$ cat src/rtl/core/rgb_hsv_pkg.sv
`timescale 1ns / 1ps
`default_nettype none
// ----------------------------------------------------------------------------
// RGB to HSV package
// Shared types and constants for the RGB to HSV pixel converter.
// ----------------------------------------------------------------------------
package rgb_hsv_pkg;

	// Hue is given in 64ths of ten degrees: the full circle is 36 * 64 units.
	localparam int unsigned HUE_W = 12;
	// Quotient bits of the hue fraction: 384 * |diff| / delta never exceeds 384.
	localparam int unsigned HUE_Q_W = 9;

	localparam logic [HUE_W-1:0] HUE_SEXTANT = 12'd384;
	localparam logic [HUE_W-1:0] HUE_GREEN_BASE = 12'd768;
	localparam logic [HUE_W-1:0] HUE_BLUE_BASE = 12'd1536;
	localparam logic [HUE_W-1:0] HUE_CIRCLE = 12'd2304;

	// Channel that holds the maximum; red wins ties over green, green over blue.
	typedef enum logic [1:0] {
		SECT_RED = 2'd0,
		SECT_GREEN = 2'd1,
		SECT_BLUE = 2'd2
	} sector_t;

	// Information that travels beside the hue division.
	typedef struct packed {
		sector_t sector;
		logic neg;
		logic undef;
	} hue_side_t;

endpackage : rgb_hsv_pkg
`default_nettype wire

$ cat src/rtl/core/rgb_hsv_divider.sv
`timescale 1ns / 1ps
`default_nettype none
// ----------------------------------------------------------------------------
// RGB to HSV pipelined divider
// Restoring division, one quotient bit per register stage, with a sideband
// vector that travels beside the operands.
// ----------------------------------------------------------------------------
module rgb_hsv_divider #(
	parameter int unsigned DEN_W = 8,
	parameter int unsigned QW = 9,
	parameter int unsigned SIDE_W = 4
) (
	input wire logic clk,
	input wire logic arst_n,
	input wire logic adv,
	input wire logic in_valid,
	input wire logic [DEN_W+QW-1:0] num,
	input wire logic [DEN_W-1:0] den,
	input wire logic [SIDE_W-1:0] side,
	output logic out_valid,
	output logic [QW-1:0] quot,
	output logic [DEN_W-1:0] rem,
	output logic [SIDE_W-1:0] out_side
);
	// The numerator must be below den * 2**QW; its upper DEN_W bits seed the remainder.

	logic [QW-1:0] valid_s;
	logic [DEN_W-1:0] rem_s [QW];
	logic [QW-1:0] low_s [QW];
	logic [QW-1:0] quot_s [QW];
	logic [DEN_W-1:0] den_s [QW];
	logic [SIDE_W-1:0] side_s [QW];

	logic [DEN_W-1:0] rem_prev [QW];
	logic [QW-1:0] low_prev [QW];
	logic [QW-1:0] quot_prev [QW];
	logic [DEN_W-1:0] den_prev [QW];
	logic [SIDE_W-1:0] side_prev [QW];

	logic [DEN_W-1:0] rem_next [QW];
	logic [QW-1:0] low_next [QW];
	logic [QW-1:0] quot_next [QW];

	// Operands seen by each stage: the ports for the first, the prior stage otherwise.
	always_comb begin
		rem_prev[0] = num[DEN_W+QW-1:QW];
		low_prev[0] = num[QW-1:0];
		quot_prev[0] = '0;
		den_prev[0] = den;
		side_prev[0] = side;
		for (int k = 1; k < QW; k++) begin
			rem_prev[k] = rem_s[k-1];
			low_prev[k] = low_s[k-1];
			quot_prev[k] = quot_s[k-1];
			den_prev[k] = den_s[k-1];
			side_prev[k] = side_s[k-1];
		end
	end

	// One trial subtraction per stage.
	always_comb begin
		logic [DEN_W:0] trial;
		logic [DEN_W:0] diff;
		logic ge;
		for (int k = 0; k < QW; k++) begin
			trial = {rem_prev[k], low_prev[k][QW-1]};
			diff = trial - {1'b0, den_prev[k]};
			ge = (trial >= {1'b0, den_prev[k]});
			rem_next[k] = ge ? diff[DEN_W-1:0] : trial[DEN_W-1:0];
			low_next[k] = {low_prev[k][QW-2:0], 1'b0};
			quot_next[k] = {quot_prev[k][QW-2:0], ge};
		end
	end

	// Valid bits move with the data and hold while the pipeline is stalled.
	always_ff @(posedge clk or negedge arst_n) begin
		if (!arst_n) begin
			valid_s <= '0;
		end else if (adv) begin
			valid_s <= {valid_s[QW-2:0], in_valid};
		end
	end

	// Stage payload registers.
	always_ff @(posedge clk) begin
		if (adv) begin
			for (int k = 0; k < QW; k++) begin
				rem_s[k] <= rem_next[k];
				low_s[k] <= low_next[k];
				quot_s[k] <= quot_next[k];
				den_s[k] <= den_prev[k];
				side_s[k] <= side_prev[k];
			end
		end
	end

	assign out_valid = valid_s[QW-1];
	assign quot = quot_s[QW-1];
	assign rem = rem_s[QW-1];
	assign out_side = side_s[QW-1];

	// The final remainder is always below a nonzero divisor.
	assert property (@(posedge clk) disable iff (!arst_n)
		(out_valid && (den_s[QW-1] != '0)) |-> (rem < den_s[QW-1]))
		else $error("divider remainder not below divisor");

	// A stall freezes every valid bit.
	assert property (@(posedge clk) disable iff (!arst_n)
		!adv |=> (valid_s == $past(valid_s)))
		else $error("divider valid bits moved during a stall");

	// A transaction that enters lands in the first stage.
	assert property (@(posedge clk) disable iff (!arst_n)
		(adv && in_valid) |=> valid_s[0])
		else $error("divider dropped an entering transaction");

endmodule : rgb_hsv_divider
`default_nettype wire

$ cat src/rtl/core/rgb_to_hsv_converter.sv
`timescale 1ns / 1ps
`default_nettype none
// ----------------------------------------------------------------------------
// RGB to HSV converter
// Converts one RGB pixel per clock while the output is not stalled into hue
// (64ths of ten degrees), saturation and brightness, with a flag for grey pixels.
// ----------------------------------------------------------------------------
// Channel  | Direction | Handshake            | Payload
// input    | in        | in_valid / in_ready   | red, green, blue
// output   | out       | out_valid / out_ready | hue, saturation, brightness,
//          |           |                       | hue_undefined
//
// One transaction is accepted per clock while the output is not stalled; each
// passes stage 1, stage 2, the bit-per-stage dividers and the output register.
// The whole pipeline advances together; in_ready is high whenever the output
// register is empty or being taken, so a stall holds every stage in place.
// Reset clears only the valid bits; no data is lost or repeated across stalls.
// ----------------------------------------------------------------------------
module rgb_to_hsv_converter #(
	parameter int unsigned CHANNEL_BITS = 8
) (
	input wire logic clk,
	input wire logic arst_n,
	input wire logic in_valid,
	output logic in_ready,
	input wire logic [CHANNEL_BITS-1:0] red,
	input wire logic [CHANNEL_BITS-1:0] green,
	input wire logic [CHANNEL_BITS-1:0] blue,
	output logic out_valid,
	input wire logic out_ready,
	output logic [rgb_hsv_pkg::HUE_W-1:0] hue,
	output logic [CHANNEL_BITS-1:0] saturation,
	output logic [CHANNEL_BITS-1:0] brightness,
	output logic hue_undefined
);
	import rgb_hsv_pkg::*;

	localparam int unsigned N = CHANNEL_BITS;
	localparam int unsigned QW = (N > HUE_Q_W) ? N : HUE_Q_W;
	localparam int unsigned NUM_W = N + QW;
	localparam int unsigned SIDE_W = $bits(hue_side_t);

	logic adv;

	// Stage 1: maximum, minimum and sector.
	logic valid_s1;
	logic [N-1:0] red_s1, green_s1, blue_s1, mx_s1, mn_s1;
	sector_t sector_s1;

	// Stage 2: numerators and divisors.
	logic valid_s2;
	logic [NUM_W-1:0] sat_num_s2, hue_num_s2;
	logic [N-1:0] mx_s2, delta_s2;
	hue_side_t side_s2;

	logic [N-1:0] mx_c, mn_c;
	sector_t sector_c;
	logic [N-1:0] delta_c, abs_c;
	logic [N:0] diff_c;
	logic [2*N-1:0] sat_prod_c;

	logic sat_valid, hue_valid;
	logic [QW-1:0] sat_quot, hue_quot;
	logic [N-1:0] sat_rem, hue_rem, bright_out;
	logic [SIDE_W-1:0] hue_side_vec;
	hue_side_t hue_side;

	logic [HUE_W-1:0] base_c, mag_c, hue_c;

	logic out_valid_q;
	logic [HUE_W-1:0] hue_q;
	logic [N-1:0] sat_q, bright_q;
	logic undef_q;

	// The pipeline moves whenever the output register can take a result.
	assign adv = out_ready || !out_valid_q;
	assign in_ready = adv;

	// Largest and smallest channel, and which channel leads.
	always_comb begin
		mx_c = (red > green) ? red : green;
		mx_c = (mx_c > blue) ? mx_c : blue;
		mn_c = (red < green) ? red : green;
		mn_c = (mn_c < blue) ? mn_c : blue;
		if ((red >= green) && (red >= blue)) begin
			sector_c = SECT_RED;
		end else if (green >= blue) begin
			sector_c = SECT_GREEN;
		end else begin
			sector_c = SECT_BLUE;
		end
	end

	always_ff @(posedge clk or negedge arst_n) begin
		if (!arst_n) begin
			valid_s1 <= 1'b0;
			valid_s2 <= 1'b0;
		end else if (adv) begin
			valid_s1 <= in_valid;
			valid_s2 <= valid_s1;
		end
	end

	always_ff @(posedge clk) begin
		if (adv) begin
			red_s1 <= red;
			green_s1 <= green;
			blue_s1 <= blue;
			mx_s1 <= mx_c;
			mn_s1 <= mn_c;
			sector_s1 <= sector_c;
		end
	end

	// Delta, signed channel difference of the sector and the two numerators.
	always_comb begin
		delta_c = mx_s1 - mn_s1;
		case (sector_s1)
			SECT_RED: diff_c = {1'b0, green_s1} - {1'b0, blue_s1};
			SECT_GREEN: diff_c = {1'b0, blue_s1} - {1'b0, red_s1};
			SECT_BLUE: diff_c = {1'b0, red_s1} - {1'b0, green_s1};
			default: diff_c = '0;
		endcase
		abs_c = diff_c[N] ? N'(-diff_c) : diff_c[N-1:0];
		// delta * (2**N - 1) as a shift and subtract.
		sat_prod_c = {delta_c, {N{1'b0}}} - (2*N)'(delta_c);
	end

	always_ff @(posedge clk) begin
		if (adv) begin
			sat_num_s2 <= NUM_W'(sat_prod_c);
			// 384 * |diff| as two shifted terms.
			hue_num_s2 <= (NUM_W'(abs_c) << 8) + (NUM_W'(abs_c) << 7);
			mx_s2 <= mx_s1;
			delta_s2 <= delta_c;
			side_s2.sector <= sector_s1;
			side_s2.neg <= diff_c[N];
			side_s2.undef <= (delta_c == '0);
		end
	end

	// Saturation divider: delta * channel maximum over max.
	rgb_hsv_divider #(
		.DEN_W(N),
		.QW(QW),
		.SIDE_W(N)
	) u_sat_div (
		.clk(clk),
		.arst_n(arst_n),
		.adv(adv),
		.in_valid(valid_s2),
		.num(sat_num_s2),
		.den(mx_s2),
		.side(mx_s2),
		.out_valid(sat_valid),
		.quot(sat_quot),
		.rem(sat_rem),
		.out_side(bright_out)
	);

	// Hue divider: 384 * |diff| over delta.
	rgb_hsv_divider #(
		.DEN_W(N),
		.QW(QW),
		.SIDE_W(SIDE_W)
	) u_hue_div (
		.clk(clk),
		.arst_n(arst_n),
		.adv(adv),
		.in_valid(valid_s2),
		.num(hue_num_s2),
		.den(delta_s2),
		.side(side_s2),
		.out_valid(hue_valid),
		.quot(hue_quot),
		.rem(hue_rem),
		.out_side(hue_side_vec)
	);

	assign hue_side = hue_side_t'(hue_side_vec);

	// Hue assembly: sector base plus or minus the floored fraction.
	always_comb begin
		case (hue_side.sector)
			SECT_RED: base_c = hue_side.neg ? HUE_CIRCLE : '0;
			SECT_GREEN: base_c = HUE_GREEN_BASE;
			SECT_BLUE: base_c = HUE_BLUE_BASE;
			default: base_c = '0;
		endcase
		// A negative fraction floors away from zero when the division is inexact.
		mag_c = HUE_W'(hue_quot[HUE_Q_W-1:0])
			+ HUE_W'(hue_side.neg && (hue_rem != '0));
		hue_c = hue_side.neg ? (base_c - mag_c) : (base_c + mag_c);
	end

	always_ff @(posedge clk or negedge arst_n) begin
		if (!arst_n) begin
			out_valid_q <= 1'b0;
		end else if (adv) begin
			out_valid_q <= hue_valid;
		end
	end

	// Output register; grey pixels read zero hue and saturation.
	always_ff @(posedge clk) begin
		if (adv) begin
			hue_q <= hue_side.undef ? '0 : hue_c;
			sat_q <= hue_side.undef ? '0 : sat_quot[N-1:0];
			bright_q <= bright_out;
			undef_q <= hue_side.undef;
		end
	end

	assign out_valid = out_valid_q;
	assign hue = hue_q;
	assign saturation = sat_q;
	assign brightness = bright_q;
	assign hue_undefined = undef_q;

	// Both dividers carry the same transactions in lockstep.
	assert property (@(posedge clk) disable iff (!arst_n)
		sat_valid == hue_valid)
		else $error("divider pipelines out of step");

	// A defined hue lies on the circle, and a colored pixel has saturation.
	assert property (@(posedge clk) disable iff (!arst_n)
		(out_valid && !hue_undefined) |-> ((hue < HUE_CIRCLE) && (saturation != '0)))
		else $error("colored pixel with hue off the circle or no saturation");

	// A grey pixel reads zero hue and zero saturation.
	assert property (@(posedge clk) disable iff (!arst_n)
		(out_valid && hue_undefined) |-> ((hue == '0) && (saturation == '0)))
		else $error("grey pixel with nonzero hue or saturation");

	// The saturation remainder never reaches a nonzero maximum.
	assert property (@(posedge clk) disable iff (!arst_n)
		(sat_valid && (bright_out != '0)) |-> (sat_rem < bright_out))
		else $error("saturation remainder out of range");

endmodule : rgb_to_hsv_converter
`default_nettype wire

$ cat config.mk
export PLATFORM = sky130hd
export DESIGN_NAME = rgb_to_hsv_converter
export DESIGN_NICKNAME = d
export VERILOG_FILES = /design/src/rtl/core/rgb_hsv_pkg.sv /design/src/rtl/core/rgb_hsv_divider.sv /design/src/rtl/core/rgb_to_hsv_converter.sv
export SDC_FILE = /design/constraint.sdc
export NUM_CORES = 1
export LEC_CHECK = 0
export BUFFER_PORTS_ARGS = -buffer_cell sky130_fd_sc_hd__buf_2
export CAP_MARGIN = 20
export CORE_UTILIZATION = 35
export DETAILED_ROUTE_END_ITERATION = 10
export HOLD_SLACK_MARGIN = 0.1
export SLEW_MARGIN = 40
export SYNTH_ARGS = -nofsm -noshare
export SYNTH_HDL_FRONTEND = slang
export SYNTH_SLANG_ARGS = --single-unit
$ cat constraint.sdc
create_clock -name clk -period 42.6 [get_ports clk]
set_clock_uncertainty 0.2 [all_clocks]
set_input_delay 2.13 -clock clk [delete_from_list [all_inputs] [get_ports clk]]
set_output_delay 2.13 -clock clk [all_outputs]
set_load 0.05 [all_outputs]
# ---- After elaboration in Yosys (flattened, before gate mapping)
# Memory sizes are Yosys's and may differ from the RTL's. A register that Yosys moved wholly into a read port is not among the register bits.
# Cells that the tools add are included.
dict set report op_classes {
  n_mux 30
  n_eq_ne 4
  add_sub_neg 28
  n_reduce_logical 8
  order_cmp 25
}
# op count
set ops {}
lappend ops {{two-way mux 8 bit} 23}
lappend ops {{>= comparator 9 x 8 -> 1 bit} 17}
lappend ops {{subtractor 8 bit} 19}
lappend ops {{one-hot mux 12 bit (3 select lines)} 1}
lappend ops {{>= comparator 8 bit} 4}
lappend ops {{one-hot mux 9 bit (3 select lines)} 1}
lappend ops {{subtractor 8 x 8 -> 9 bit} 3}
lappend ops {{two-way mux 12 bit} 2}
lappend ops {{adder 16 x 15 -> 17 bit} 1}
lappend ops {{greater-than comparator 8 bit} 2}
lappend ops {{less-than comparator 8 bit} 2}
lappend ops {{subtractor 16 x 8 -> 16 bit} 1}
lappend ops {{adder 12 x 10 -> 12 bit} 1}
lappend ops {{subtractor 12 x 10 -> 12 bit} 1}
lappend ops {{adder 9 x 1 -> 10 bit} 1}
lappend ops {{logical NOT 8 bit} 1}
lappend ops {{negation 8 bit} 1}
lappend ops {{nonzero test 8 bit} 1}
lappend ops {{equality test 2 x 1 -> 1 bit (second input constant)} 2}
lappend ops {{equality test 2 bit (second input constant)} 2}
lappend ops {{logical NOT 2 bit} 2}
lappend ops {{logical AND 1 bit} 2}
lappend ops {{two-way mux 1 bit} 2}
lappend ops {{two-way mux 2 bit} 1}
lappend ops {{other kinds (2)} 2}
dict set report totals {
  elab_cells 124
  regBits 120
  inputBits 28
  mem_bits_rw 702
  mem_count 10
  output_inout_bits 31
}
# memory depth width rd rd_ports_with_merged_regs wr line
set mem_list {}
lappend mem_list {u_hue_div.quot_s 9 9 9 0 9 rgb_hsv_divider.sv:30} ;# logic [QW-1:0] quot_s [QW];
lappend mem_list {u_sat_div.quot_s 9 9 9 1 9 rgb_hsv_divider.sv:30}
lappend mem_list {u_hue_div.den_s 9 8 8 0 9 rgb_hsv_divider.sv:31} ;# logic [DEN_W-1:0] den_s [QW];
lappend mem_list {u_hue_div.low_s 9 8 8 0 9 rgb_hsv_divider.sv:29} ;# logic [QW-1:0] low_s [QW];
lappend mem_list {u_hue_div.rem_s 9 8 9 0 9 rgb_hsv_divider.sv:28} ;# logic [DEN_W-1:0] rem_s [QW];
lappend mem_list {u_sat_div.den_s 9 8 8 0 9 rgb_hsv_divider.sv:31}
lappend mem_list {{4 more memories} n/a n/a n/a n/a n/a n/a}

# ---- Depth between registers and ports, before layout
# Gate-level depths: netlist of run 1.
# An unclocked memory read counts as a cell.
dict set report depth {
  ltp_word 6
  mapped_depth 20
  depth_no_buf 18
}

# ---- By module
# Synthesis of run 1 repeated with hierarchy kept, for this count alone.
dict set report unflattened {
  hier_cells 2508
  area_unflattened_um2 33552.2
}
# module area_per_inst_um2 seq_area_each_um2 cells_each n_inst
set modules_own_cells {}
lappend modules_own_cells {{rgb_hsv_divider at u_sat_div} 13317.8 8903.5 879 1}
lappend modules_own_cells {{rgb_hsv_divider at u_hue_div} 12092.8 7822.5 869 1}
lappend modules_own_cells {rgb_to_hsv_converter 8141.6 3558.4 760 1}

# ---- Worst setup path after synthesis of run 1
# No wires, ideal clock.
dict set report synth_timing {
  path_kind {input-to-reg}
  from {input port out_ready}
  to {register u_hue_div.valid_s[0]}
  arrival_time_ps 19287
  setup_ps 149
  path_buffers 1
  path_stages 3
  required_time_ps 42251
  path_slack_ps 22965
  path_cell_list {nand2b_1 buf_1 mux2_2}
}
dict set report synth_between {
  elab_chain_cells 1
}
# item line
set synth_lines {}
lappend synth_lines {{start: declaration} rgb_to_hsv_converter.sv:30} ;# input wire logic out_ready,
lappend synth_lines {{logical OR 1 bit} rgb_to_hsv_converter.sv:76} ;# assign adv = out_ready || !out_valid_q;
lappend synth_lines {{via in_ready} rgb_to_hsv_converter.sv:25} ;# output logic in_ready,
lappend synth_lines {{end signal: assignment} rgb_hsv_divider.sv:80} ;# valid_s <= {valid_s[QW-2:0], in_valid};
lappend synth_lines {{end: declaration} rgb_hsv_divider.sv:27} ;# logic [QW-1:0] valid_s;
# The timed path passes the listed nets, and every way through them passes these cells.
# A chain may end at the register's enable or synchronous reset.

# ---- Worst setup path in the final report of run 1
dict set report layout_timing {
  from {input port green[2]}
  to {register mx_s1[3] (data pin)}
}
dict set report layout_between {
  elab_chain_cells 4
}
# item line
set layout_lines {}
lappend layout_lines {{start: declaration} rgb_to_hsv_converter.sv:27} ;# input wire logic [CHANNEL_BITS-1:0] green,
lappend layout_lines {{greater-than comparator 8 bit} rgb_to_hsv_converter.sv:81} ;# mx_c = (red > green) ? red : green;
lappend layout_lines {{two-way mux 8 bit *} rgb_to_hsv_converter.sv:81}
lappend layout_lines {{greater-than comparator 8 bit} rgb_to_hsv_converter.sv:82} ;# mx_c = (mx_c > blue) ? mx_c : blue;
lappend layout_lines {{two-way mux 8 bit *} rgb_to_hsv_converter.sv:82}
lappend layout_lines {{via mx_c[3]} rgb_to_hsv_converter.sv:56} ;# logic [N-1:0] mx_c, mn_c;
lappend layout_lines {{end signal: assignment} rgb_to_hsv_converter.sv:109} ;# mx_s1 <= mx_c;
lappend layout_lines {{end: declaration} rgb_to_hsv_converter.sv:47} ;# logic [N-1:0] red_s1, green_s1, blue_s1, mx_s1, mn_s1;
# Mark *: on every way through the listed nets, which the timed path passes. The rest lies on a longest branch.

==> results.md, run 1 <==
- Slew headroom: about half
- Cells after Synth: roughly 2200
- Worst r2r path cells: 17
- CTS sink cnt: around 550
- Area growth from synthesis to layout: 13.7%
- Synthesized area: 27800 um2
- Setup Crit Path Kind: input port to register
- Asr flop ratio synth: 2.20%
- Max incr delay on CP: about 0.40 ns
- # hold bufs at CTS: 0
- Share of cells above drive strength 1: 9.73%
- Final worst-path cycle share: 12.8%
- Fin nets: roughly 2600
- Final setup fails: 0
- Clock slew at reported path FFs: 0.06 ns
- Dpl hpwl: 34300 um
- Max-slew violations: 0
- DRC violations left: 0
- Global route overflow: 0
- Ys flop type: edfxtp_1
- Post-synth EDFFs: 534
- Detail Route Antenna Nets: 0
- RSZ-0062 raised after global routing: false
- Fin util: 40.5%
- GPL Wtd Cong: 0.846
- CTS buffer count: between 50 and 60
- Worst Setup Start Kind: input port
- Run status: completed
- Worst Setup SP: green[2]
- Slew @ Worst Pin: 0.778 ns
- Crit path arrival time: 5.58 ns
- Period minus WS final: 5.44 ns
- Pin count of the biggest net entering global routing: approximately 170
- 1st-pass router iterations: 5
- Total length of routed wires: 47200 um
- Crit-path cells: buf_2, inv_1, ha_1, a21o_1, a221o_1, a221o_1, and2_2, mux2_2, ha_1, nor2b_1, o21a_1, o21ai_0, nand2b_1, a21oi_1, o21ai_0, o21ai_2, a21oi_1
- Final Hold Viols: 0
- Vias in the first global route: approximately 17000
- Antenna violations before repair: 1
- Die area: 80500 um2
- Row count: 102
- Core Area: 78000 um2
- Post-Syn Nets: 2507
- Footprint of the multi-input gates: 10500 um2
- CP Capture Type: register
- Die Wd: 284 um
- Hold Crit Class: register to register
- First-pass GRT wire length: 79400 um
- Setup repair bufs after CTS: 0
- Initial Util: 35.6%
- Slowest-stage cell, CP: a221o_1
- Via count: 16200
- Max cap viols: 0
- Crit Reg-Reg Startpoint: green_s1[0]
- Reg-to-reg setup timing slack: 37.83 ns
- CTS tree: built
- FILL cells: 7114
- Avg WL per Cell: 13.9 um
- CP Capture Point: mx_s1[3]
- Aggregate global-route resource usage: 11.8%
- Ys Warns: 0
- DR iter-0 viols: 899
- Data required time of the worst path: 42.74 ns
- Setup_tns: 0 ns
- Root buf cell: clkbuf_16
- Diodes inserted: 0
- Post-cts resize count: 0
- Worst-Skew Late Latency: 0.62 ns
- Synth unique cells: 69
- Vias/cell: 4.76
- Register Area: 16300 um2
- Die Span Y: ~280 um
- Buffers added on ports: 58
- Worst Path Max Fanout: 16
- Maximum clock rate: about 0.18 GHz
- Top-level I/O count: 59
- Sequential share of the synthesized area: around 59%
- H-tree depth: 2
- Reg2Reg Capture Point: hue_num_s2[16]
- CTS Buffer Depth: 3
- Flops & latches, synth: 546
- Syn_area_per_cell: about 13 um2
## registers in the layout, summed over array words and instances (netlist names), 9 cells and up
register           flops
u_hue_div.rem_s       72
u_hue_div.den_s       64
u_sat_div.den_s       28
u_sat_div.rem_s       64
u_hue_div.side_s      36
u_hue_div.quot_s      45
u_sat_div.low_s       28
u_sat_div.quot_s      36
sat_num_s2            15
u_sat_div.side_s      44
hue                   12
u_hue_div.valid_s      9
hue_num_s2            10
## per-layer routing
metal  vias up  track usage (%)  share of wire [%]
met5         -                0                  0
met4         0             4.39                3.3
met3       111             2.33                3.5
met2       212             21.6                 50
met1      7681             13.5                 43
li1       8187                -                  -
## Yosys cell counts, types with 34 or more instances
cell      count  area [um2]
ha_1        235        2940
nand2_1      65         244
nand2b_1     54         338
nor2b_1      54         338
xnor2_1      97         850
edfxtp_1    534       16000
mux2_2       43         484
nor2_1      193         724
xor2_1       40         350
a21oi_1     149         746
a21o_1       42         315
a21boi_0     34         255
inv_1       262         983
o21ai_0     123         616
## worst min-delay path by stage
stage,from,endpoint,slack [ns],depth (start not counted)
after floorplan,u_sat_div.side_s[8][0],brightness[0],0.20,0
after global placement,u_hue_div.quot_s[0][27],u_hue_div.quot_s[0][37],0.20,0
after detailed placement,u_sat_div.side_s[8][6],brightness[6],0.20,0
after CTS,u_sat_div.quot_s[3][2],u_sat_div.quot_s[4][3],0.18,0
after global routing,u_sat_div.quot_s[3][2],u_sat_div.quot_s[4][3],0.20,0
final,u_sat_div.quot_s[3][2],u_sat_div.quot_s[4][3],0.19,0
## placed cells by master, fill, tap and decap left out, types with 6 or more instances in the layout
cell	count
inv_1	262
mux2_2	43
ha_1	235
nor2_1	193
nand4_1	29
bufinv_16	9
o21a_1	9
a211oi_1	23
a31oi_1	7
a2bb2oi_2	16
clkinv_1	9
xnor2_1	97
clkbuf_1	12
o21bai_1	8
dfrtp_1	12
edfxtp_1	534
and2_1	14
o21ai_0	123
buf_2	58
a21oi_1	149
nor3_1	28
nand2_1	65
clkbuf_16	63
nor4_1	6
nand3_1	17
fa_1	22
nand2b_1	53
a21boi_0	34
mux2_1	7
clkinv_2	10
mux2i_1	9
nor2b_1	54
xor2_1	40
a21o_1	42
## kinds of logic (layout without fill, tap and decap cells)
logic type | after synthesis | in the layout | share of synthesized area, %
XOR/XNOR | 138 | 138 | 4.38
multiplexers | 59 | 59 | 2.35
adder cells (fa/ha/maj) | 257 | 257 | 12.2
buffers and inverters | 294 | 437 | 3.99
AND/OR/NAND/NOR | 483 | 483 | 8.45
AO/OA/AOI/OAI | 445 | 445 | 9.90
flip-flops | 546 | 546 | 58.8
## worst max-delay path, delay by kind of cell
kind | cells | cell delay (ns)
AND/OR/NAND/NOR | 3 | 0.47
buffers and inverters | 2 | 0.20
multiplexers | 1 | 0.31
adder cells (fa/ha/maj) | 2 | 0.56
AO/OA/AOI/OAI | 9 | 1.90
## area by class of cell
class,count,share of cell area [%]
flip-flops and latches,546,51.7
well taps,1040,4.12
clock inverters,34,1.42
clock buffers,75,5.13
repair buffers,66,1.39
multi-input cells,1382,33.1
inverters,262,3.11
## through the flow
step                      cell area, um2  setup WS [ns]  std cells  hold WS [ns]
after detailed placement           29500          36.52       3295         0.205
final                              31600          37.16       3405         0.194
after floorplan                    27800          22.96       2222         0.200
after global routing               31600          37.04       3405         0.196
after global placement             29300          36.26       3292         0.201
after CTS                          31600          37.18       3404         0.183
Power of run 1 is not shown: default switching activity piles up to over one toggle a cycle in this logic, so the estimate is an artifact.
==> inputs of run 2 (changes only) <==
==> constraint.sdc (replaced) <==
create_clock -name clk -period 5.4 [get_ports clk]
set_clock_uncertainty 0.2 [all_clocks]
set_input_delay 0.27 -clock clk [delete_from_list [all_inputs] [get_ports clk]]
set_output_delay 0.27 -clock clk [all_outputs]
set_load 0.05 [all_outputs]
==> results.md, run 2 (synthesis gave the netlist of run 1 again) <==
- Run status: completed
- # hold bufs at CTS: 27 (+27)
- Final setup fails: 0 (unchanged)
- Max-slew violations: 0 (unchanged)
- Met1 wire length: 20000 um (-0.85%)
- Worst Path Max Fanout: 7 (-9)
- Slew @ Worst Pin: 0.816 ns (+0.0374 ns)
- Buffers added on ports: 58 (unchanged)
- Worst-Skew Late Latency: 0.63 ns (about the same)
- Top-level I/O count: 59 (unchanged)
- Cell family with most CP delay: compound AO/OA/AOI/OAI gates
- Setup repair bufs after CTS: 0 (unchanged)
- Buffers & Inverters on Critical Path: 0 (-2)
- Wire length on met2: 25500 um (+7.1%)
- Die area: 80500 um2 (unchanged)
- CTS sink cnt: 546 (unchanged)
- Vias in the first global route: 16800 (-0.45%)
- Share of cells above drive strength 1: 9.55% (-0.17 points)
- Aggregate global-route resource usage: 12.0% (+0.22 points)
- Dpl hpwl: 35100 um (+2.5%)
- Most common cell after layout, fill and taps aside: edfxtp_1
- Crit path arrival time: 4.76 ns (-0.82 ns)
- CTS buffer count: 60 (+1.7%)
- Data required time of the worst path: 5.53 ns (-37.21 ns)
- Detail Route Antenna Nets: 0 (unchanged)
- Period minus WS final: 4.63 ns
- Diodes inserted: 0 (unchanged)
- CTS Buffer Depth: 3 (unchanged)
- Placed cell area: 29500 um2 (unchanged)
- Final cell count without fillers: 3437 (+0.94%)
- Setup Crit Path Kind: register to register
- Avg WL per Cell: 14.1 um (+1.8%)
- Worst Setup Start Kind: register
- Post-cts resize count: 0 (unchanged)
- First-pass GRT wire length: 80800 um (+1.7%)
- Reg with most FFs: u_hue_div.rem_s
- Slew headroom: 45.5% (-2.5 points)
- Slowest-stage cell, CP: a21oi_1
- RSZ-0062 raised after global routing: false
- Clock slew at reported path FFs: 0.07 ns (about the same)
- Row count: 102 (unchanged)
- Hold Crit Class: register to register
- Max reg flops: 72 (unchanged)
- Setup_tns: 0 ns (unchanged)
- Pin count of the biggest net entering global routing: 167 (+0.60%)
- CTS tree: built
- Dpl cells: 3300 (+0.15%)
- CP Capture Type: register
- Root buf cell: clkbuf_16
- DR iter-0 viols: 856 (-4.8%)
- Maximum clock rate: 0.216 GHz
- 1st-pass router iterations: 7 (+2)
- Fin nets: 2635 (+1.3%)
- H-tree depth: 2 (unchanged)
- Antenna violations before repair: 0 (-1)
- Max incr delay on CP: 0.43 ns (+0.03 ns)
- DRC violations left: 0 (unchanged)
- Commonest non-fill, non-tap cells in the layout: 534 x edfxtp_1, 262 x inv_1, 235 x ha_1
- Biggest regs: u_hue_div.rem_s x72, u_hue_div.den_s x64, u_sat_div.rem_s x64
- Via count: 16400 (+1.1%)
- Total length of routed wires: 48500 um (+2.7%)
- FILL cells: 7203 (+1.3%)
- Fin area: 31900 um2 (+0.88%)
- Die Wd: 284 um (unchanged)
- Initial Util: 35.6% (unchanged)
- Max cap viols: 0 (unchanged)
- Vias/cell: 4.76 (+0.13%)
- Die Span Y: 284 um (unchanged)
- Final worst-path cycle share: ~86%
- Final Hold Viols: 0 (unchanged)
- Most frequent CP cell: a21oi_1
- Area growth from synthesis to layout: 14.7%
- Highest routed layer: met4
- Core Area: 78000 um2 (unchanged)
- Hold WS: 0.176 ns (-0.0186 ns)
- Crit-path cells: ha_1, fa_1, nand2b_1, a21oi_1, o311a_1, o21ai_0, a22o_1, a21oi_1, nor2_1, xnor2_1, ha_1, a21o_1, a21oi_1, o21bai_1, a21oi_1, o21ai_0, xor2_1
- Global route overflow: 0 (unchanged)
- GPL Wtd Cong: 0.828 (-2.1%)
- DR WL met3: 1710 um (+2.3%)
-- run 2: layout make-up --
type	instances	area (um2)	share of cell area, %
sequential	546	16300	51.3
multi-input combinational	1382	10400	32.8
clock buffer	72	1550	4.85
tap	1040	1300	4.08
inverter	262	983	3.09
timing repair buffer	98	732	2.30
clock inverter	37	527	1.65
-- run 2: metrics by stage --
step                      util [%]  worst slack, ns
after detailed placement      37.8            0.826
after CTS                     40.8            0.803
after global placement        37.7            0.923
after floorplan                  -           0.0559
final                         40.9            0.773
after global routing          40.9            0.426
-- run 2: worst paths after layout --
kind / end / cells past startpoint / slack [ns] / from
max in group asynchronous: u_hue_div.valid_s[1] / 3 / 4.16 / arst_n
min in group asynchronous: valid_s2 / 3 / 0.50 / arst_n
max reg2reg: hue_num_s2[15] / 17 / 0.77 / red_s1[0]
min: u_hue_div.quot_s[0][19] / 0 / 0.18 / u_hue_div.quot_s[0][9]
max: hue_num_s2[15] / 17 / 0.77 / red_s1[0]
min reg2reg: u_hue_div.quot_s[0][19] / 0 / 0.18 / u_hue_div.quot_s[0][9]
-- run 2: routing by layer --
layer | vias to the layer above | track usage [%]
met4 | 0 | 4.04
met5 | - | 0
met3 | 80 | 1.84
met2 | 237 | 22.9
li1 | 8225 | -
met1 | 7822 | 13.5
Power of run 2 is left out for the same reason.
